--- config.mk ---
export PLATFORM = sky130hd
export DESIGN_NAME = svn_front
export DESIGN_NICKNAME = d
export VERILOG_FILES = /design/src/svn_pkg.sv /design/src/svn_front.sv
export SDC_FILE = /design/constraint.sdc
export NUM_CORES = 1
export LEC_CHECK = 0
export BUFFER_PORTS_ARGS = -buffer_cell sky130_fd_sc_hd__buf_2
export CORE_AREA = 3 3 171 189
export DETAILED_ROUTE_END_ITERATION = 12
export DIE_AREA = 0 0 174 192
export GPL_TIMING_DRIVEN = 0
export HOLD_SLACK_MARGIN = 0.03
export PLACE_DENSITY = 0.45
export REMOVE_ABC_BUFFERS = 1
export SLEW_MARGIN = 20
export SYNTH_ARGS = -nofsm -noshare
export SYNTH_HDL_FRONTEND = slang
export SYNTH_SLANG_ARGS = --single-unit
export TNS_END_PERCENT = 10
--- constraint.sdc ---
create_clock -name clk -period 14.35 [get_ports clk]
set_input_delay 2.87 -clock clk [delete_from_list [all_inputs] [get_ports clk]]
set_output_delay 2.87 -clock clk [all_outputs]
set_load 0.005 [all_outputs]
--- src/svn_pkg.sv ---
// shared types and constants for the smooth vertex normal block
// no dependencies
package svn_pkg;

  localparam logic [1:0] KIND_LOAD = 2'd0;
  localparam logic [1:0] KIND_TRI  = 2'd1;
  localparam logic [1:0] KIND_READ = 2'd2;

  // width of cross product terms and normaliser inputs
  localparam int CW = 36;

  typedef enum logic [1:0] {
    OP_LOAD,
    OP_TRI,
    OP_READ,
    OP_READ_BAD
  } op_t;

  typedef struct packed {
    op_t                op;
    logic [9:0]         idx;
    logic signed [15:0] px;
    logic signed [15:0] py;
    logic signed [15:0] pz;
    logic [9:0]         ca;
    logic [9:0]         cb;
    logic [9:0]         cc;
    logic               b_new;
    logic               c_new;
  } cmd_t;

endpackage

--- src/svn_front.sv ---
// front end: takes commands, checks index ranges and corner repeats,
// and queues them for the back end; uses svn_pkg
module svn_front #(
  parameter int MAX_VERTICES = 1024
) (
  input  logic               clk,
  input  logic               rst,
  input  logic               start,
  output logic               busy,
  input  logic [1:0]         kind,
  input  logic [9:0]         vertex_index,
  input  logic signed [15:0] pos_x,
  input  logic signed [15:0] pos_y,
  input  logic signed [15:0] pos_z,
  input  logic [9:0]         corner_a,
  input  logic [9:0]         corner_b,
  input  logic [9:0]         corner_c,
  output logic               cmd_valid,
  output svn_pkg::cmd_t      cmd,
  input  logic               pop
);

  svn_pkg::cmd_t q [2];
  svn_pkg::cmd_t entry;
  logic          wp, rp;
  logic [1:0]    count;
  logic          push, do_push;
  logic          vi_ok, tri_ok;

  assign vi_ok  = 32'(vertex_index) < MAX_VERTICES;
  assign tri_ok = (32'(corner_a) < MAX_VERTICES) && (32'(corner_b) < MAX_VERTICES) &&
                  (32'(corner_c) < MAX_VERTICES);

  always_comb begin
    entry.idx   = vertex_index;
    entry.px    = pos_x;
    entry.py    = pos_y;
    entry.pz    = pos_z;
    entry.ca    = corner_a;
    entry.cb    = corner_b;
    entry.cc    = corner_c;
    entry.b_new = corner_b != corner_a;
    entry.c_new = (corner_c != corner_a) && (corner_c != corner_b);
    entry.op    = svn_pkg::OP_LOAD;
    push        = 1'b0;
    case (kind)
      svn_pkg::KIND_LOAD: begin
        push = vi_ok;
      end
      svn_pkg::KIND_TRI: begin
        entry.op = svn_pkg::OP_TRI;
        push     = tri_ok;
      end
      svn_pkg::KIND_READ: begin
        entry.op = vi_ok ? svn_pkg::OP_READ : svn_pkg::OP_READ_BAD;
        push     = 1'b1;
      end
      default: begin
        push = 1'b0;
      end
    endcase
  end

  assign busy      = count == 2'd2;
  assign do_push   = start && !busy && push;
  assign cmd_valid = count != 2'd0;
  assign cmd       = q[rp];

  always_ff @(posedge clk) begin
    if (do_push) begin
      q[wp] <= entry;
    end
  end

  always_ff @(posedge clk) begin
    if (rst) begin
      wp    <= 1'b0;
      rp    <= 1'b0;
      count <= 2'd0;
    end else begin
      if (do_push) begin
        wp <= ~wp;
      end
      if (pop) begin
        rp <= ~rp;
      end
      count <= count + {1'b0, do_push} - {1'b0, pop};
    end
  end

endmodule

* Word level (Yosys, flattened, before mapping)
Memory sizes are Yosys's and may differ from the RTL's. A register that Yosys moved wholly into a read port is not among the register bits.
Cells that the tools add are included.
** Cells by class
- Add/subtract/negate cells :: 2
- Multipliers :: 0
- Div/mod/pow operators :: 0
- Magnitude comparators :: 0
- Eq/ne operators :: 6
- Shifts and indexed selects :: 0
- Muxes and demuxes :: 6
- Bitwise logic cells :: 2
- Reductions and logical operators :: 7
** Operators with widths (number)
- $ne 10x10->1 :: 3
- $mux 1 :: 5
- $eq 2x2->1 const B :: 2
- $pmux 2 s2 :: 1
- $logic_and 1x1->1 :: 3
- $reduce_or 3->1 :: 1
- $add 2x1->2 :: 1
- $eq 2x1->1 const B :: 1
- $logic_not 2->1 :: 1
- $not 1->1 :: 2
- $reduce_bool 2->1 :: 1
- $sub 2x1->2 :: 1
- $logic_not 1->1 :: 1
** Storage, ports and cells
- Bits in registers :: 4
- Latch bits :: 0
- Memory bits (writable) :: 184
- ROM bits :: 0
- Input bits :: 94
- Output and inout port bits :: 94
- Word-level logic and storage cells :: 27
- Memories kept :: 1
** Memory list
- q :: words 2, width 92, rd ports 1, clocked after memory_dff 1, write ports 1, RTL line svn_front.sv:23 : svn_pkg::cmd_t q [2];

* Logic depth before layout (Yosys ltp)
Gate-level depths: netlist (run 1).
- Depth after elaboration :: 6
- Mapped depth :: 8
- Gate-level depth less buffers :: 8

* Worst setup path after synthesis (run 1)
Ideal clock, no wire load.
- Path kind :: input to register
- From :: input port kind[0]
- To :: memory q[0][0] (netlist name) (enable)
- Setup time :: 543 ps
- Arrival :: 6902 ps
- Data required time :: 13807 ps
- Slack :: 6905 ps
- Stages :: 3
- Buffers on the path :: 0
- Path through :: nand2_1 -> nand3b_4 -> nor2_1
** On the way
- Longest elaborated chain between the ends :: 6
- Elaborated cells on any way between the ends :: 8
- Classes of those cells :: 2 x eq/ne; 3 x mux; 3 x reduce/logical
** RTL lines
- start: declaration :: RTL line svn_front.sv:10 : input logic [1:0] kind,
- $eq 2x2->1, or another cell as far along :: RTL line svn_front.sv:46 : case (kind)
- $reduce_or 3->1 (no line) (*)
- $mux 1 (*) :: RTL line svn_front.sv:46
- $logic_and 1x1->1 (*) :: RTL line svn_front.sv:65 : assign do_push = start && !busy && push;
- $mux 1 (*) :: RTL line svn_front.sv:70 : if (do_push) begin
- $mux 1 (implied by the code) (*) :: RTL line svn_front.sv:71 : q[wp] <= entry;
- end: declaration :: RTL line svn_front.sv:23
Every way passes the cells marked *; elsewhere a longest branch is shown, timed or not.

==> metrics.cfg, run 1 <==
[floorplanning]
start_util_pct=24.93
fp.dieW_um=174
pin_count=188
die_area_um2=33410
coreArea_um2=30510
die_h_um=192
num_rows=67

[critical_path]
crit_path_end_kind=output port
r2r_slack_ns=12.42
critPathLaunchType=flop
reg2regPathDepth=5
crit_family=flip-flops
path_max_fanout=21
worst-endpoint-required_ns=11.48
r2r-start=count[0]$_SDFF_PP0_
max_stage_delay_ns=0.62
crit_type=reg2out
arrival_ns=2.04
cp_common_cell=buf_12
path_cells=buf_12, buf_12, mux2_2, buf_2
slowest_stage=dfxtp_4
timing.rr.end=q[1][12]$_DFFE_PP_
path_buf_inv=3

[worst_hold_path]
hold_depth=2
hold_class=reg2reg
min-delay-start=rp$_SDFFE_PP0P_

[final_layout]
nNetsFinal=655
area_growth_pct=28.04
seqCellArea_um2=5629
multi_input_comb_area_um2=1813
layout-drive-gt1-share_pct=55.94
n_fill_cell=3063
diodes=0

[timing]
worstMarginPinSlew_ns=0.5287
grt_setup_unrepaired=no
fin_skew_ns=0.009353
fmax_mhz=203.5
layout_setup_ws_ns=9.435
fin_setup_tns_ns=0
finalCritPeriodShare_pct=34.25
hold_viol_final=0
setup-violations-final=0
slew_headroom_pct=64.67
slew_viol_final=0
fin_crit_ns=4.915
whs_ns=0.5192

[clock_network]
clk_pin_slew_worst_paths_ns=0.07
cts_hold_buf=0
cts_sinks=189
cts_root_buffer=clkbuf_16
max-clock-path-buffers=2
cts_setup_buffers=0
cts_made_buffers=17
cts_resized=0
clk_latency_ns=0.43
cts_tree=yes
htreeDepth=4

[global_route]
track_usage_pct=10.04
overflow=0
antenna_found_initial=1
grt_pass1_vias=4277
grt_pass1_wl_mm=25.03
grt_max_degree=36

[placed_design]
place_congestion=0.6999
dp_hpwl_mm=12.20
portBuffers=187
place_ws_ns=9.850

[detailed_routing]
dr_total_vias=3881
wire_per_inst_um=16.86
antenna_left=0
drc_errors=0
routed_via_density=3.936
drtIter0Drc=178
wirelength_mm=16.62
first_pass_iters=4

[power_and_ir_drop]
leakage_nw=3.684
p_per_area_nw_per_um2=142.5
ir_drop_uv=62.31

[synthesis]
synth_xor_xnor_area_share_pct=3.914
synthCells=352
synth-compound-area-share_pct=0.06579
yosysSeqAreaShare_pct=73.95
synth_cell_types=21
ys_warn_count=0
syn-cell-area_um2=7607
ys_ff_latch=189
synthSimpleGateAreaFrac_pct=1.760
synth_top_family_by_area=multiplexers
synthMuxAreaShare_pct=17.57
synth_adder_area_share_pct=0.3289
synth_area_per_cell_um2=21.61

[run_status]
status=finished, final reports clean

[job]
drv_cap=0

-- cell usage in the layout (no fill, tap or decap), types with 5 or more instances in the layout --
master,n
clkbuf_16,17
buf_2,187
buf_16,5
edfxtp_1,184
mux2_4,80
xnor2_1,17
clkbuf_1,7
buf_12,6
mux2_2,12
xor2_1,17
-- cell usage after synthesis --
master | instances | area, um^2
nor4_1 | 4 | 25.02
edfxtp_1 | 184 | 5525
nor2b_1 | 3 | 18.77
and2b_1 | 1 | 7.510
inv_1 | 2 | 7.510
nor3_1 | 1 | 5.000
xnor2_1 | 17 | 148.9
a21oi_1 | 1 | 5.000
mux2_4 | 80 | 1201
mux2_2 | 12 | 135.1
nor2_1 | 6 | 22.52
ha_1 | 2 | 25.02
buf_12 | 8 | 160.2
or2_2 | 1 | 6.260
nand2_1 | 1 | 3.750
xor2_1 | 17 | 148.9
buf_2 | 1 | 5.000
nand3b_4 | 1 | 20.02
nand4_1 | 4 | 25.02
dfxtp_1 | 5 | 100.1
buf_6 | 1 | 11.26
-- through the flow --
step	std cells	cell area [um^2]	total power, mW	utilization [%]
2_1_floorplan	342	7431	0.8341	-
3_5_place_dp	954	9161	0.9380	30.02
6_report	986	9741	1.388	31.92
5_1_grt	986	9741	1.459	31.92
3_3_place_gp	943	8885	0.9374	29.12
4_1_cts	986	9741	1.422	31.92
-- cells by family (layout without fill, tap and decap cells) --
group / count (synthesis) / after routing
AOI/OAI and AO/OA: 1 / 1
xor gates and xnor gates: 34 / 34
and+or+nand+nor: 22 / 22
adders and majority gates: 2 / 2
DFF: 189 / 189
muxes: 92 / 92
buffers and inverters: 12 / 232
-- flip-flops by register name, summed over array words and instances, names as in the netlist, named ones only --
signal,cells
wp,1
count,2
rp,1
q,184
-- worst reg2reg max path, stage by stage (launching register included) --
cell and delay [ns]:
dfxtp_1 0.35, and2b_1 0.20, nand3b_4 0.20, nor2_4 0.44, buf_16 0.24, buf_16 0.19
-- power breakdown --
part           internal [mW]  switching [mW]
combinational          0.122           0.106
clock                  0.279           0.192
sequential             0.672          0.0170
-- how the worst max path moves through the flow --
stage | start | to | slack (ns) | cells past startpoint
after floorplan | kind[0] | q[0][0]$_DFFE_PP_ | 6.91 | 3
after global placement | kind[0] | q[0][61]$_DFFE_PP_ | 4.07 | 4
after detailed placement | flop | cmd[2] | 9.85 | 4
after CTS | flop | cmd[2] | 9.36 | 4
after global routing | flop | cmd[2] | 9.31 | 4
final | flop | cmd[2] | 9.44 | 4
-- area by class of cell --
| class | count | share of cell area [%] |
|---|---|---|
| sequential | 189 | 57.79 |
| multi-input combinational | 151 | 18.61 |
| timing repair buffer | 198 | 12.25 |
| tap | 414 | 5.318 |
| clock buffer | 25 | 4.778 |
| clock inverter | 7 | 1.169 |
| inverter | 2 | 0.07707 |
-- routing by layer --
metal / part of all wire, % / track usage (%) / vias to the layer above
li1: - / - / 1783
met1: 42 / 11.66 / 1969
met2: 51 / 17.43 / 113
met3: 5.8 / 3.420 / 14
met4: 1.2 / 3.342 / 2
met5: 0.054 / 0 / -
(Power assumes the default switching activity.)
==> run 2: changes to the inputs <==
--- a/config.mk
+++ b/config.mk
@@ -5,10 +5,11 @@
 export SDC_FILE = /design/constraint.sdc
 export NUM_CORES = 1
 export LEC_CHECK = 0
+export ABC_AREA = 1
 export BUFFER_PORTS_ARGS = -buffer_cell sky130_fd_sc_hd__buf_2
-export CORE_AREA = 3 3 171 189
+export CORE_AREA = 3 3 172 191
 export DETAILED_ROUTE_END_ITERATION = 12
-export DIE_AREA = 0 0 174 192
+export DIE_AREA = 0 0 175 194
 export GPL_TIMING_DRIVEN = 0
 export HOLD_SLACK_MARGIN = 0.03
 export PLACE_DENSITY = 0.45
==> constraint.sdc (replaced) <==
create_clock -name clk -period 4.9 [get_ports clk]
set_input_delay 0.98 -clock clk [delete_from_list [all_inputs] [get_ports clk]]
set_output_delay 0.98 -clock clk [all_outputs]
set_load 0.005 [all_outputs]
==> metrics.cfg, run 2 <==
[placed_design]
place_ws_ns=1.731  ; -8.119 ns
dp_hpwl_mm=12.17  ; -0.20%
place_area_um2=9306  ; +1.6%
place_congestion=0.6924  ; -1.1%
portBuffers=187  ; unchanged

[floorplanning]
coreArea_um2=31140  ; +2.1%
start_util_pct=24.92  ; about the same
die_area_um2=33950  ; +1.6%
pin_count=188  ; unchanged
num_rows=68  ; +1.5%
fp.dieW_um=175  ; +0.57%
die_h_um=194  ; +1.0%

[synthesis]
synth-async-reset-ratio_pct=0  ; unchanged
yosysMostFrequentCell=edfxtp_1
synth_cell_types=22  ; +4.8%
synth_edf_count=184  ; unchanged
yosysTopAreaCell=edfxtp_1
syn-cell-area_um2=7760  ; +2.0%
synthCells=427  ; +21%
synth_top_area_share_pct=71.20  ; -1.4 points
ys_top_cells_by_area=edfxtp_1, mux2_4, nand2_1, buf_12, mux2_2
synth_area_per_cell_um2=18.17  ; -16%
yosysSeqAreaShare_pct=72.49  ; -1.5 points
ys_ff_latch=189  ; unchanged
ys.flop_type=edfxtp_1
yosys-top-cells-count=edfxtp_1, mux2_4, nand2_1, inv_1, nor2_1
ys_warn_count=0  ; unchanged

[detailed_routing]
antenna_left=0  ; unchanged
wire_per_inst_um=15.74  ; -6.6%
wirelength_mm=16.78  ; +0.96%
first_pass_iters=4  ; unchanged
routed_via_density=3.903  ; -0.83%
dr_total_vias=4161  ; +7.2%
drc_errors=0  ; unchanged
drtIter0Drc=233  ; +31%

[clock_network]
cts_resized=0  ; unchanged
cts_made_buffers=17  ; unchanged
clk_pin_slew_worst_paths_ns=0.07  ; about the same
htreeDepth=4  ; unchanged
clk_latency_ns=0.44  ; about the same
cts_setup_buffers=0  ; unchanged
cts_tree=yes
cts_root_buffer=clkbuf_16
max-clock-path-buffers=2  ; unchanged
cts_hold_buf=0  ; unchanged
cts_sinks=189  ; unchanged

[final_layout]
fin_area_um2=9887  ; +1.5%
seqCellArea_um2=5629  ; unchanged
layout-drive-gt1-share_pct=50.08  ; -5.9 points
layout_common_cells=buf_2, edfxtp_1, mux2_4
reg_top3=q (184), count (2)
area_growth_pct=27.41
largest_register_ffs=184  ; unchanged
final_common_cell=buf_2
n_fill_cell=3114  ; +1.7%
nNetsFinal=729  ; +11%
multi_input_comb_area_um2=1862  ; +2.7%
max_flop_register=q
utilization_pct=31.75  ; -0.17 points

[timing]
fin_skew_ns=0.01646  ; +0.007109 ns
hold_viol_final=0  ; unchanged
slew_headroom_pct=56.41  ; -8.3 points
finalCritPeriodShare_pct=60.66
fin_crit_ns=2.972
worstMarginPinSlew_ns=0.6523  ; +0.1236 ns
fmax_mhz=336.4
slew_viol_final=0  ; unchanged
grt_setup_unrepaired=no
layout_setup_ws_ns=1.928  ; -7.508 ns
setup-violations-final=0  ; unchanged

[critical_path]
path_max_fanout=36  ; +71%
crit_family=flip-flops
crit_type=reg2out
path_buf_inv=2  ; -1
crit_path_end_kind=output port
arrival_ns=1.99  ; -0.05 ns
slowest_stage=dfxtp_4
path_cells=buf_16, mux2_2, buf_2
critPathLaunchType=flop
worst-endpoint-required_ns=3.92  ; -7.56 ns
max_stage_delay_ns=0.71  ; +0.09 ns

[power_and_ir_drop]
p_per_area_nw_per_um2=392.5  ; +180%
ir_drop_uv=152.9  ; +150%
power_mw=3.880  ; +180%
leakage_nw=3.909  ; +6.1%

[global_route]
track_usage_pct=10.12  ; +0.084 points
grt_busiest_layer=met2
grt_max_degree=37  ; +2.8%
grt_pass1_vias=4699  ; +9.9%
overflow=0  ; unchanged
antenna_found_initial=3  ; +2
grt_pass1_wl_mm=26.26  ; +4.9%
met3_usage_pct=3.349  ; -0.071 points
met2_usage_pct=17.09  ; -0.34 points
grtUsageMet1_pct=12.13  ; +0.47 points

[job]
drv_cap=0  ; unchanged

[worst_hold_path]
hold_class=reg2reg

[run_status]
status=finished, final reports clean

-- run 2: cell count changes in the layout (fill, tap and decap cells not counted), sizes merged, moves of 5 or more --
cell	change
nor2	+21
xor2	-9
clkinv	+5
nand2	+51
clkbuf	-8
inv	+27
xnor2	-13
-- run 2: layer usage --
layer	vias to the layer above	part of all wire (%)	wire length [um]
li1	1975	-	-
met1	2053	43	7157
met2	115	51	8503
met3	14	5.3	894
met4	4	1.1	192
met5	-	0.20	34
-- run 2: cells by family after synthesis --
family,Yosys count,share of synthesized area (%)
AO/OA/AOI/OAI,4,0.2579
XOR/XNOR,12,1.354
adder cells (fa/ha/maj),2,0.3224
buffers and inverters,39,3.676
flip-flops,189,72.49
multiplexers,92,17.22
AND/OR/NAND/NOR,89,4.676
-- run 2: area by class of cell --
type	instances	area share (%)
flip-flops and latches	189	56.93
clock inverters	14	1.544
multi-input cells	199	18.83
diodes	1	0.02531
inverters	29	1.101
well taps	420	5.315
repair buffers	197	11.95
clock buffers	17	4.303
-- run 2: power by group --
part / leakage (nW) / total (mW) / switching, mW / internal (mW)
registers: 1.73 / 1.95 / 0.0411 / 1.91
clock network: 0.278 / 1.40 / 0.604 / 0.792
logic: 1.90 / 0.538 / 0.250 / 0.288
total: 3.91 / 3.88 / 0.895 / 2.99
-- run 2: path summary, 6_finish.rpt --
check	endpoint	startpoint	slack, ns	cells past startpoint
worst min-delay path	rp$_SDFFE_PP0P_	rp$_SDFFE_PP0P_	0.55	2
worst min register to register	rp$_SDFFE_PP0P_	rp$_SDFFE_PP0P_	0.55	2
worst max register to register	q[1][36]$_DFFE_PP_	count[1]$_SDFF_PP0_	2.46	9
worst max-delay path	cmd[91]	flop	1.93	3
-- run 2: stage by stage --
| stage | instances | hold WS, ns | setup TNS (ns) |
|---|---|---|---|
| floorplan | 417 | 0.4799 | -65.97 |
| global placement | 1024 | 0.4941 | -548.86 |
| detailed placement | 1034 | 0.5275 | 0 |
| CTS | 1065 | 0.5565 | 0 |
| global route | 1066 | 0.5831 | 0 |
| finish | 1066 | 0.5472 | 0 |
-- run 2: worst reg2reg max path, stage by stage (launching register included) --
cell and delay [ns]:
dfxtp_1 0.33, inv_1 0.07, nor2_2 0.04, nor2_1 0.17, nand2_2 0.14, nor2_4 0.53, buf_12 0.27, buf_16 0.20
buf_12 0.20, buf_16 0.18
